File: src/rtl/trrm_pkg.sv
// Package for the tile region range map: item types, op codes, table entry types.
// No dependencies.
package trrm_pkg;

    localparam int unsigned REGION_DEPTH_DEF  = 128;
    localparam int unsigned STAGING_DEPTH_DEF = 8;
    localparam logic [7:0]  UNMAPPED_SHEET    = 8'hFF;

    typedef enum logic [2:0] {
        OP_CLEAR    = 3'd0,
        OP_REGISTER = 3'd1,
        OP_RECORD   = 3'd2,
        OP_COPY     = 3'd3,
        OP_RESOLVE  = 3'd4
    } t_op;

    typedef struct packed {
        logic [2:0]         operation;
        logic [15:0]        vram_addr;
        logic [7:0]         sheet;
        logic [15:0]        tile_offset;
        logic [15:0]        num_tiles;
        logic [31:0]        src_address;
        logic [31:0]        staging_size;
        logic signed [31:0] copy_bytes;
    } t_in_item;

    typedef struct packed {
        logic        hit;
        logic [7:0]  out_sheet;
        logic [15:0] out_tile;
    } t_out_item;

    typedef struct packed {
        logic [15:0] addr;
        logic [15:0] count;
        logic [7:0]  sheet;
        logic [15:0] tile_base;
    } t_region;

    typedef enum logic [2:0] {
        ST_IDLE,
        ST_STAGE,
        ST_SCAN,
        ST_WAIT,
        ST_FINISH,
        ST_OUT
    } t_state;

endpackage

File: src/rtl/trrm_stage_cell.sv
// One staging registry cell: holds one entry and passes the search token on.
// Depends on trrm_pkg.
module trrm_stage_cell (
    input  logic        i_clk,
    input  logic        i_rst_n,
    input  logic        i_load,
    input  logic        i_write,
    input  logic [7:0]  i_sheet,
    input  logic [31:0] i_base,
    input  logic [31:0] i_size,
    input  logic [15:0] i_first,
    input  logic        i_used,
    input  logic [31:0] i_src,
    input  logic        i_tok,
    output logic        o_tok,
    output logic        o_reg_hit,
    output logic        o_copy_hit,
    output logic        o_aligned,
    output logic [7:0]  o_sheet,
    output logic [15:0] o_tile
);
    import trrm_pkg::*;

    logic [7:0]  r_sheet;
    logic [31:0] r_base;
    logic [31:0] r_size;
    logic [15:0] r_first;
    logic        r_tok;
    logic [32:0] w_end;
    logic [31:0] w_off;

    always_ff @(posedge i_clk) begin
        if (i_write) begin
            r_sheet <= i_sheet;
            r_base  <= i_base;
            r_size  <= i_size;
            r_first <= i_first;
        end
    end

    // token walks the row one cell a cycle; a cell acts only while it holds it
    always_ff @(posedge i_clk) begin
        if (!i_rst_n) begin
            r_tok <= 1'b0;
        end else begin
            r_tok <= i_load ? 1'b0 : i_tok;
        end
    end

    assign w_end      = {1'b0, r_base} + {1'b0, r_size};
    assign w_off      = i_src - r_base;
    assign o_reg_hit  = r_tok && i_used && (r_sheet == i_sheet);
    assign o_copy_hit = r_tok && i_used && (i_src >= r_base) && ({1'b0, i_src} < w_end);
    assign o_aligned  = (w_off[4:0] == 5'd0);
    assign o_sheet    = r_sheet;
    assign o_tile     = r_first + w_off[20:5];
    assign o_tok      = r_tok;
endmodule

File: config.mk
export PLATFORM = sky130hd
export DESIGN_NAME = trrm_stage_cell
export DESIGN_NICKNAME = d
export VERILOG_FILES = /design/src/rtl/trrm_pkg.sv /design/src/rtl/trrm_stage_cell.sv
export SDC_FILE = /design/constraint.sdc
export NUM_CORES = 1
export LEC_CHECK = 0
export ABC_CLOCK_PERIOD_IN_PS = 5200
export BUFFER_PORTS_ARGS = -buffer_cell sky130_fd_sc_hd__buf_2
export CAP_MARGIN = 10
export CORE_ASPECT_RATIO = 1.1
export CORE_MARGIN = 4
export CORE_UTILIZATION = 56
export CTS_CLUSTER_SIZE = 14
export DETAILED_ROUTE_END_ITERATION = 12
export PLACE_DENSITY = 0.82
export SYNTH_ARGS = -nofsm -noshare
export SYNTH_HDL_FRONTEND = slang
export SYNTH_SLANG_ARGS = --single-unit
File: constraint.sdc
create_clock -name i_clk -period 5.2 [get_ports i_clk]
set_clock_uncertainty 0.15 [all_clocks]
set_input_delay 0.78 -clock i_clk [delete_from_list [all_inputs] [get_ports i_clk]]
set_output_delay 0.78 -clock i_clk [all_outputs]
set_load 0.01 [all_outputs]
After elaboration in Yosys (flattened, before gate mapping)
Index checks and enable logic that the tools add are counted.

Register bits: 89. Input port bits: 126. Output and inout bits: 28. Logic and storage cells: 18.

Add/sub/neg operators: 3. Magnitude comparators: 2. Equal/unequal tests: 1. Bitwise logic cells: 1. Reductions and logical operators: 6.

Operators with widths (number): adder 32 x 32 -> 33 bit (1); < comparator 32 x 33 -> 1 bit (1); >= comparator 32 bit (1); subtractor 21 bit (1); adder 16 bit (1); == test 8 bit (1); logical NOT 5 bit (1); logical AND 1 bit (4); OR reduction 2 bit (1); inverter 1 bit (1).

Logic depth before layout (Yosys ltp)
Gate-level depths: netlist of run 1.

Depth in word-level cells: 3. Depth in mapped cells: 19. Depth with buffers taken out: 19.

Least setup slack after synthesis of run 1
No wires, ideal clock.

Kind: input port to output port. From: input i_src[0]. To: output o_tile[15]. Arrival: 3.891 ns. Data required time: 4.270 ns. Setup slack: 0.379 ns. Cell stages on the path: 17. Buffers on the path: 0. Cell sequence: inv_1 ha_1 inv_1 fa_1 a21o_1 a2bb2oi_1 nand2b_1 xor2_1 ha_1 a21o_1 a21oi_1 nor2b_1 o21a_1 o41ai_1 o21a_1 a31o_2 xnor2_1.

Cells in the longest elaborated chain, start to end: 2.

Ends and longest elaborated chain: start, declared (line trrm_stage_cell.sv:13) `input logic [31:0] i_src,`; subtractor 21 bit (line trrm_stage_cell.sv:51) `assign w_off = i_src - r_base;`; adder 16 bit (line trrm_stage_cell.sv:56) `assign o_tile = r_first + w_off[20:5];`; end, declared (line trrm_stage_cell.sv:20) `output logic [15:0] o_tile`.

No other way between the ends.

Final worst setup path of run 1
From: register r_base[13]. To: output o_copy_hit.

Cells in the longest elaborated chain, start to end: 3. Elaborated cells between the ends (all ways): 5. Classes of those cells: 1 x add/sub; 2 x order compare; 2 x reduce/logical.

Ends and longest elaborated chain: start, declared (line trrm_stage_cell.sv:25) `logic [31:0] r_base;`; start signal, assigned (line trrm_stage_cell.sv:35) `r_base <= i_base;`; adder 32 x 32 -> 33 bit or >= comparator 32 bit (tied branches) (line trrm_stage_cell.sv:50, trrm_stage_cell.sv:53); < comparator 32 x 33 -> 1 bit or logical AND 1 bit (tied branches) (line trrm_stage_cell.sv:53) `assign o_copy_hit = r_tok && i_used && (i_src >= r_base) && ({1'b0, i_src} < w_end);`; logical AND 1 bit * (line trrm_stage_cell.sv:53); end, declared (line trrm_stage_cell.sv:17) `output logic o_copy_hit,`.

Every way passes the cells marked *; elsewhere a longest branch is shown, timed or not.

==> metrics list, run 1 <==
* Run status: finished with violations
- Failing checks: setup timing
* Post-synthesis cell count: 674
* Antenna Violating Nets Remaining: 0
- Most common library cell in the layout ignoring fill and taps: sky130_fd_sc_hd__buf_2
- Final TNS setup: -0.170 ns
* Peak Freq: 0.186 GHz
- Type of element launching the critical path: flip-flop
* Total placed instance area: 8000 um^2
* Final worst slack: -0.170 ns
- TritonCTS Buffers: 9
* Global-route wire length before repair: 28400 um
- Setup violations remaining at the end of the flow were counted as 1.
* Mean area per synthesized cell: 10.4 um^2
- At the worst endpoint, the required time is 4.27 ns.
* Clock tree from TritonCTS: yes
- The tree is rooted in a sky130_fd_sc_hd__clkbuf_16.
- Register bit total from synthesis: 89
- On the final layout, the worst hold slack is 0.419 ns.
* Endpoints failing hold: 0
- For hold timing, the worst endpoint is o_tok.
* Total number of yosys warnings: 0
* Final WL: 18700 um
* Synth async-reset ratio: 0%
- Vias after detailed routing: 6165
- Height of the die: 125 um
* Total number of nets in the final design: 1110
- Most used DFF post-synth: sky130_fd_sc_hd__edfxtp_1
- Total nets after synthesis: 913
- After detailed routing, the average wire length per cell comes to 18.1 um.
- Headroom to the max-slew limit came out at 26.1%.
- Max Buffers Root-to-Sink: 2
- Post-layout min period: 5.37 ns
* VDD IR max: 282 uV
- In the global route stage, overall resource usage came out at 24.6%.
* Transition at the pin with the smallest max-transition slack: 1.11 ns
- Library cells used by synthesis: 65
- Width of the die: 115 um
* DR iter-0 viols: 437
- Maximum fanout encountered on the critical timing path: 5
- Floorplan die area: 14300 um^2
- Vias per std cell: 5.97
* Critical Path Start: r_base[13]
- Post-cts hold buffer count: 0
- Routability-driven placement finished with a final weighted congestion of 0.948.
- The area growth from synthesis to layout is 25.6%.
* Overall power after layout: 2910 uW
- Row Count: 42
- Setup repair after global routing could not meet its margin everywhere.
- Count of flip-flops with a built-in enable after synthesis: 88
- DRC violations left: 0
* Number of detailed-routing iterations run before antenna repair: 7
* Worst hold path cell count: 2
- Area of all placed cells without fillers: 8780 um^2
- Global route overflow: 0
* Power density of the placed cells: 331 nW/um^2
- The floorplan step defined a core boundary enclosing 12100 um^2.
- The post-route netlist has 29.9% of its cells at a drive strength greater than 1.
- The worst hold path begins at i_load.
- Maximum number of pins on one net before global-route repair: 89
* Worst setup slack after placement: -0.165 ns
* Seq/Total Area, Yosys: 38.1%
- Final Slew Violations: 0
* Static Leak: 0.00403 uW
- Critical path endpoint category: output pin
* Total of max-cap violations: 0
- 154 I/O pins were placed.
- Once the floorplan was initialized, standard cells occupied 57.6% of the core.
- The number of antenna violations at the first check in global routing is 2.
- By startpoint and endpoint, the worst setup path is classified as flip-flop to output pin.
- Most frequent cells in the layout: sky130_fd_sc_hd__buf_2 (152), sky130_fd_sc_hd__ha_1 (99), sky130_fd_sc_hd__edfxtp_1 (88)
- Netlist area before placement: 6990 um^2
- CP arrival: 4.44 ns
- In this run the worst hold path is classified as primary input to flip-flop.
- Post-route fraction of the period consumed by the critical path: 103%
- Port Buffers: 153
* Clock transition at the register clock pins on the worst setup and hold paths after CTS: 0.07 ns
- Number of H-tree branching levels: 3
- The via count of the first global-routing pass came to 6053.
- The clock net in this run drives a total of 89 sinks.
* HPWL reported at the end of detailed placement: 13900 um
metrics by stage:
| step | utilization [%] | cells |
|---|---|---|
| 2_1_floorplan | - | 674 |
| 3_3_place_gp | 65.9 | 986 |
| 3_5_place_dp | 65.9 | 986 |
| 4_1_cts | 70.1 | 1014 |
| 5_1_grt | 72.3 | 1032 |
| 6_report | 72.3 | 1032 |
timing repair:
item,in CTS,in global routing
pin swaps,14,32
gates resized for setup,24,35
setup buffers,12,17
setup endpoints to repair,7,8
cell families (layout without fill, tap and decap cells):
group           count (synthesis)  count (layout)  synth area share (%)
simple gates                  156             156                  11.6
compound gates                200             200                  18.9
buf+inv                        54             256                  2.99
flops                          89              89                  38.1
fa+ha+maj                     113             113                  20.5
mux                             2               2                 0.286
xor+xnor                       60              60                  7.51
other cells                     0               2                     0
registers in the layout (all words and copies together) (netlist names):
register	flops
r_base	32
o_sheet	8
r_size	32
o_tok	1
r_first	16
cell type report:
cell class	count	area [um^2]
inverters	51	191
clock inverters	7	66.3
fillers	853	3360
multi-input cells	531	4400
well taps	154	193
repair buffers	189	1040
diodes	2	5.00
flip-flops and latches	89	2660
clock buffers	9	225
critical path: stages (launching register included):
cell	delay (ns)
sky130_fd_sc_hd__edfxtp_1	0.46
sky130_fd_sc_hd__ha_4	0.32
sky130_fd_sc_hd__nand3_2	0.11
sky130_fd_sc_hd__or3_4	0.37
sky130_fd_sc_hd__a2111oi_4	0.38
sky130_fd_sc_hd__nor2_1	0.10
sky130_fd_sc_hd__buf_4	0.15
sky130_fd_sc_hd__buf_4	0.12
sky130_fd_sc_hd__buf_4	0.12
sky130_fd_sc_hd__buf_4	0.11
sky130_fd_sc_hd__buf_4	0.13
sky130_fd_sc_hd__o2bb2ai_2	0.14
sky130_fd_sc_hd__xnor2_1	0.14
sky130_fd_sc_hd__ha_1	0.27
sky130_fd_sc_hd__nand4_1	0.11
sky130_fd_sc_hd__nor3_2	0.07
sky130_fd_sc_hd__a211oi_2	0.22
sky130_fd_sc_hd__nand3_1	0.12
sky130_fd_sc_hd__a311oi_2	0.30
sky130_fd_sc_hd__o31a_1	0.21
sky130_fd_sc_hd__buf_2	0.14
synth_stat cells, drive strengths merged, types with 8 or more instances:
cell type	instances	share of area [%]
o21ai	31	2.2
nand2b	14	1.3
nor3	11	0.79
xnor2	44	5.5
nand4	14	1.3
nand2	28	1.5
xor2	16	2.0
ha	110	20
o21bai	11	1.2
nor2	34	1.8
and3	8	0.72
a21o	29	3.1
a21oi	70	5.0
inv	51	2.7
nand3	14	1.1
edfxtp	88	38
report_power, final:
group | total, uW | leakage, uW | internal [uW] | switching, uW
Combinational | 1370 | 0.00302 | 639 | 735
Clock | 649 | 0.000145 | 339 | 311
Sequential | 886 | 0.000869 | 853 | 32.6
worst max path at each step:
stage | slack, ns | endpoint
CTS | -0.07 | o_copy_hit
finish | -0.17 | o_copy_hit
detailed placement | -0.17 | o_tile[12]
global placement | 0.06 | o_tile[12]
floorplan | 0.38 | o_tile[15]
global route | -0.30 | o_copy_hit
per-layer routing:
layer | wire length [um] | GRT usage (%) | share of wire, %
met1 | 7840 | 31.8 | 42
met4 | 642 | 10.6 | 3.4
met3 | 1110 | 3.24 | 5.9
met2 | 9100 | 41.1 | 49
met5 | 0 | 0 | 0
Note: power is estimated with default switching activity, not from simulation.
==> inputs of run 2 (changes only) <==
--- a/config.mk
+++ b/config.mk
@@ -5,15 +5,16 @@
 export SDC_FILE = /design/constraint.sdc
 export NUM_CORES = 1
 export LEC_CHECK = 0
+export ABC_AREA = 1
 export ABC_CLOCK_PERIOD_IN_PS = 5200
 export BUFFER_PORTS_ARGS = -buffer_cell sky130_fd_sc_hd__buf_2
 export CAP_MARGIN = 10
 export CORE_ASPECT_RATIO = 1.1
 export CORE_MARGIN = 4
-export CORE_UTILIZATION = 56
+export CORE_UTILIZATION = 57
 export CTS_CLUSTER_SIZE = 14
 export DETAILED_ROUTE_END_ITERATION = 12
-export PLACE_DENSITY = 0.82
+export PLACE_DENSITY = 0.83
 export SYNTH_ARGS = -nofsm -noshare
 export SYNTH_HDL_FRONTEND = slang
 export SYNTH_SLANG_ARGS = --single-unit
==> run 2 against run 1 <==
The flow now finishes without violations. Worst hold slack improved by 0.0095 ns. Area after synthesis is 6.8% higher. Die area rose by 4.6%. Global-route usage grew 0.26 points. Non-clock buffer count shrank 36. Largest power group unchanged.
==> metrics list, run 2 <==
- Most used DFF post-synth: sky130_fd_sc_hd__edfxtp_1
* Most frequent cells in the layout: sky130_fd_sc_hd__nand2_1 (202), sky130_fd_sc_hd__buf_2 (152), sky130_fd_sc_hd__inv_1 (124)
- Power density of the placed cells: 320 nW/um^2
- Endpoint, Worst Hold: o_tok
- Area delta synth->final: 16.9%
* DR iter-0 viols: 427
- Final WL: 18300 um
* Final weighted congestion in routability-driven placement: 0.939
- Sequential elements use 35.6% of the synthesized area.
- Post-CTS resize count: 0
* Width of the die: 117 um
* Row Count: 43
- The largest registers in the layout are r_base x32, r_size x32, r_first x16.
* Adder and majority cell fraction of the synthesized area: 19.2%
- Final TNS setup: 0 ns
* Ranking of synthesized cells by instance count: sky130_fd_sc_hd__nand2_1 (202), sky130_fd_sc_hd__inv_1 (124), sky130_fd_sc_hd__ha_1 (110), sky130_fd_sc_hd__edfxtp_1 (88), sky130_fd_sc_hd__a21oi_1 (82)
- Of all flip-flops after synthesis, the portion carrying an async set or reset was 0%.
- Min-Delay Path Class: primary input to flip-flop
* Global route overflow: 0
* TritonCTS Buffers: 9
* VDD IR max: 213 uV
* Run status: finished clean
- Synthesis produced 893 cells.
- Global routing consumed, on the met2 layer, 39.7% of the routing resources.
- Maximum number of pins on one net before global-route repair: 89
- Of all nets on the critical path, the largest fanout is 4.
- Share of the synthesized netlist area taken by xor and xnor gates: 7.15%
* Global routing usage on met3: 5.19%
* Clock transition at the register clock pins on the worst setup and hold paths after CTS: 0.06 ns
* Port Buffers: 153
- The die is 128 um tall.
* Global Route Usage Sum: 24.8%
- Boundary pin count: 154
- The clock tree synthesis step divided the H-tree into 3 levels.
- Setup repair after global routing left no endpoint under its margin.
* Floorplan die area: 15000 um^2
- In the final routed layout, each cell accounts on average for 15.0 um.
* HP Start: i_load
- At the worst endpoint, the arrival time is 3.76 ns.
- Leaving out fill and tap cells, the most frequent cell in the layout is sky130_fd_sc_hd__nand2_1.
- Antenna Violating Nets Remaining: 0
* Critical path endpoint category: output pin
* Register bit total from synthesis: 89
* Type of element launching the critical path: primary input
* Type of the setup path with the least slack: primary input to output pin
- Summing the areas of all and, or, nand and nor instances in the mapped netlist gives 19.2% of the synthesized area.
- Endpoints failing hold: 0
- Count of flip-flops with a built-in enable after synthesis: 88
- Global-route wire length before repair: 29300 um
- Vias in the first global route: 6535
- Worst hold path cell count: 2
- Synthesis produced a netlist with a net count of 1132.
- Met1 usage in global routing: 33.1%
* Area of all placed cells without fillers: 8730 um^2
* HPWL reported at the end of detailed placement: 15300 um
- Final Slew Violations: 0
* Core Footprint: 12700 um^2
* Most used routing layer: met2
- At the pin with the least slew margin, the transition time is 1.09 ns.
- Clock root buffer: sky130_fd_sc_hd__clkbuf_16
* Total number of yosys warnings: 0
- Antenna violations before repair: 2
* Static Leak: 0.00438 uW
- Mean area per synthesized cell: 8.37 um^2
- For this design, the CTS-stage hold fixing added 0 buffers.
* Cell with the most instances after synthesis: sky130_fd_sc_hd__nand2_1
* Vias after detailed routing: 6612
- Number of detailed-routing iterations run before antenna repair: 5
* Clock tree from TritonCTS: yes
- For this run, design rule violations remaining after detail routing come to 0.
- At the worst endpoint, the required time is 4.27 ns.
- After synthesis, the largest area contributor takes up 35.4% of total cell area.
- Post-layout min period: 4.69 ns
- Peak Freq: 0.213 GHz
- After layout, the worst path uses 90.1% of the clock period.
* Setup Viol. Count Final: 0
* Share of post-route cells with drive strength above 1: 18.5%
- In this run the tightest slew margin relative to its limit is 27.2%.
* Post-CTS repair timing setup buffer count: 0
* Vias per std cell: 5.42
- Counting every sink on the clock net gives 89.
- Once the floorplan was initialized, standard cells occupied 58.8% of the core.
* Leading cell types by total area after synthesis: sky130_fd_sc_hd__edfxtp_1 (35%), sky130_fd_sc_hd__ha_1 (18%), sky130_fd_sc_hd__nand2_1 (10%)
* Fraction of synthesized area in multiplexers: 0%
* Max Buffers Root-to-Sink: 2
* Total placed instance area: 8440 um^2
- The largest total area in the synthesized netlist belongs to sky130_fd_sc_hd__edfxtp_1.
- Synth Area in Compound Gates: 12.5%
- Main combinational cell family by area after synthesis: adder cells
- After synthesis the cells add up to 7470 um^2.
- In this run, distinct cell masters in the synthesized netlist total 39.
- After the last flow step, the layout net total stands at 1296.
* Total of max-cap violations: 0
==> run 2: worst max-delay path by stage <==
stage,endpoint,from
final,o_tile[14],i_src[0]
after global routing,o_tile[14],i_src[0]
after CTS,o_tile[14],i_src[0]
after detailed placement,o_tile[14],i_src[0]
after global placement,o_tile[14],i_src[0]
after floorplan,o_tile[14],i_src[0]
==> run 2: area by class of cell <==
class                   count  area (um^2)
flip-flops and latches     89         2660
diodes                      2         5.00
repair buffers            153          768
clock buffers               9          225
multi-input cells         678         4340
well taps                 157          196
fillers                  1054         3960
clock inverters             7         67.6
inverters                 126          473
==> run 2: report_power, final <==
part	internal, uW	leakage, uW	switching (uW)
logic	513	0.00337	746
registers	854	0.000869	31.5
clock network	371	0.000141	275
total	1740	0.00438	1050
==> run 2: cell families after synthesis <==
| group | count (synthesis) |
|---|---|
| simple gates | 346 |
| xor+xnor | 61 |
| fa+ha+maj | 113 |
| buf+inv | 126 |
| flops | 89 |
| compound gates | 158 |
==> run 2: layer usage <==
layer | up-vias | part of all wire, %
li1 | 3357 | -
met2 | 237 | 46
met3 | 43 | 7.0
met5 | - | 0
met1 | 2975 | 44
met4 | 0 | 2.9
==> run 2: critical path, stage by stage <==
cell	delay, ns
sky130_fd_sc_hd__buf_2	0.09
sky130_fd_sc_hd__inv_1	0.06
sky130_fd_sc_hd__ha_1	0.17
sky130_fd_sc_hd__inv_1	0.07
sky130_fd_sc_hd__fa_1	0.39
sky130_fd_sc_hd__inv_1	0.09
sky130_fd_sc_hd__o21ai_2	0.08
sky130_fd_sc_hd__nand2_1	0.08
sky130_fd_sc_hd__nand2_2	0.09
sky130_fd_sc_hd__a21boi_1	0.24
sky130_fd_sc_hd__o21bai_1	0.11
sky130_fd_sc_hd__xor2_1	0.16
sky130_fd_sc_hd__ha_1	0.33
sky130_fd_sc_hd__a21oi_1	0.26
sky130_fd_sc_hd__o21a_1	0.14
sky130_fd_sc_hd__nand3_1	0.11
sky130_fd_sc_hd__nand2_1	0.08
sky130_fd_sc_hd__nand2_1	0.05
sky130_fd_sc_hd__nand2_1	0.05
sky130_fd_sc_hd__nand2_1	0.06
sky130_fd_sc_hd__xor2_1	0.13
sky130_fd_sc_hd__buf_2	0.13
==> run 2: through the flow <==
stage | worst slack, ns | utilization, % | power (uW) | hold WS (ns) | instances
floorplan | 0.923 | - | 1780 | 0.702 | 893
detailed placement | 0.494 | 66.4 | 2150 | 0.787 | 1203
finish | 0.513 | 68.8 | 2790 | 0.429 | 1221
CTS | 0.502 | 68.7 | 2800 | 0.419 | 1219
global route | 0.229 | 68.8 | 3010 | 0.423 | 1221
global placement | 0.615 | 66.4 | 2110 | 0.785 | 1203
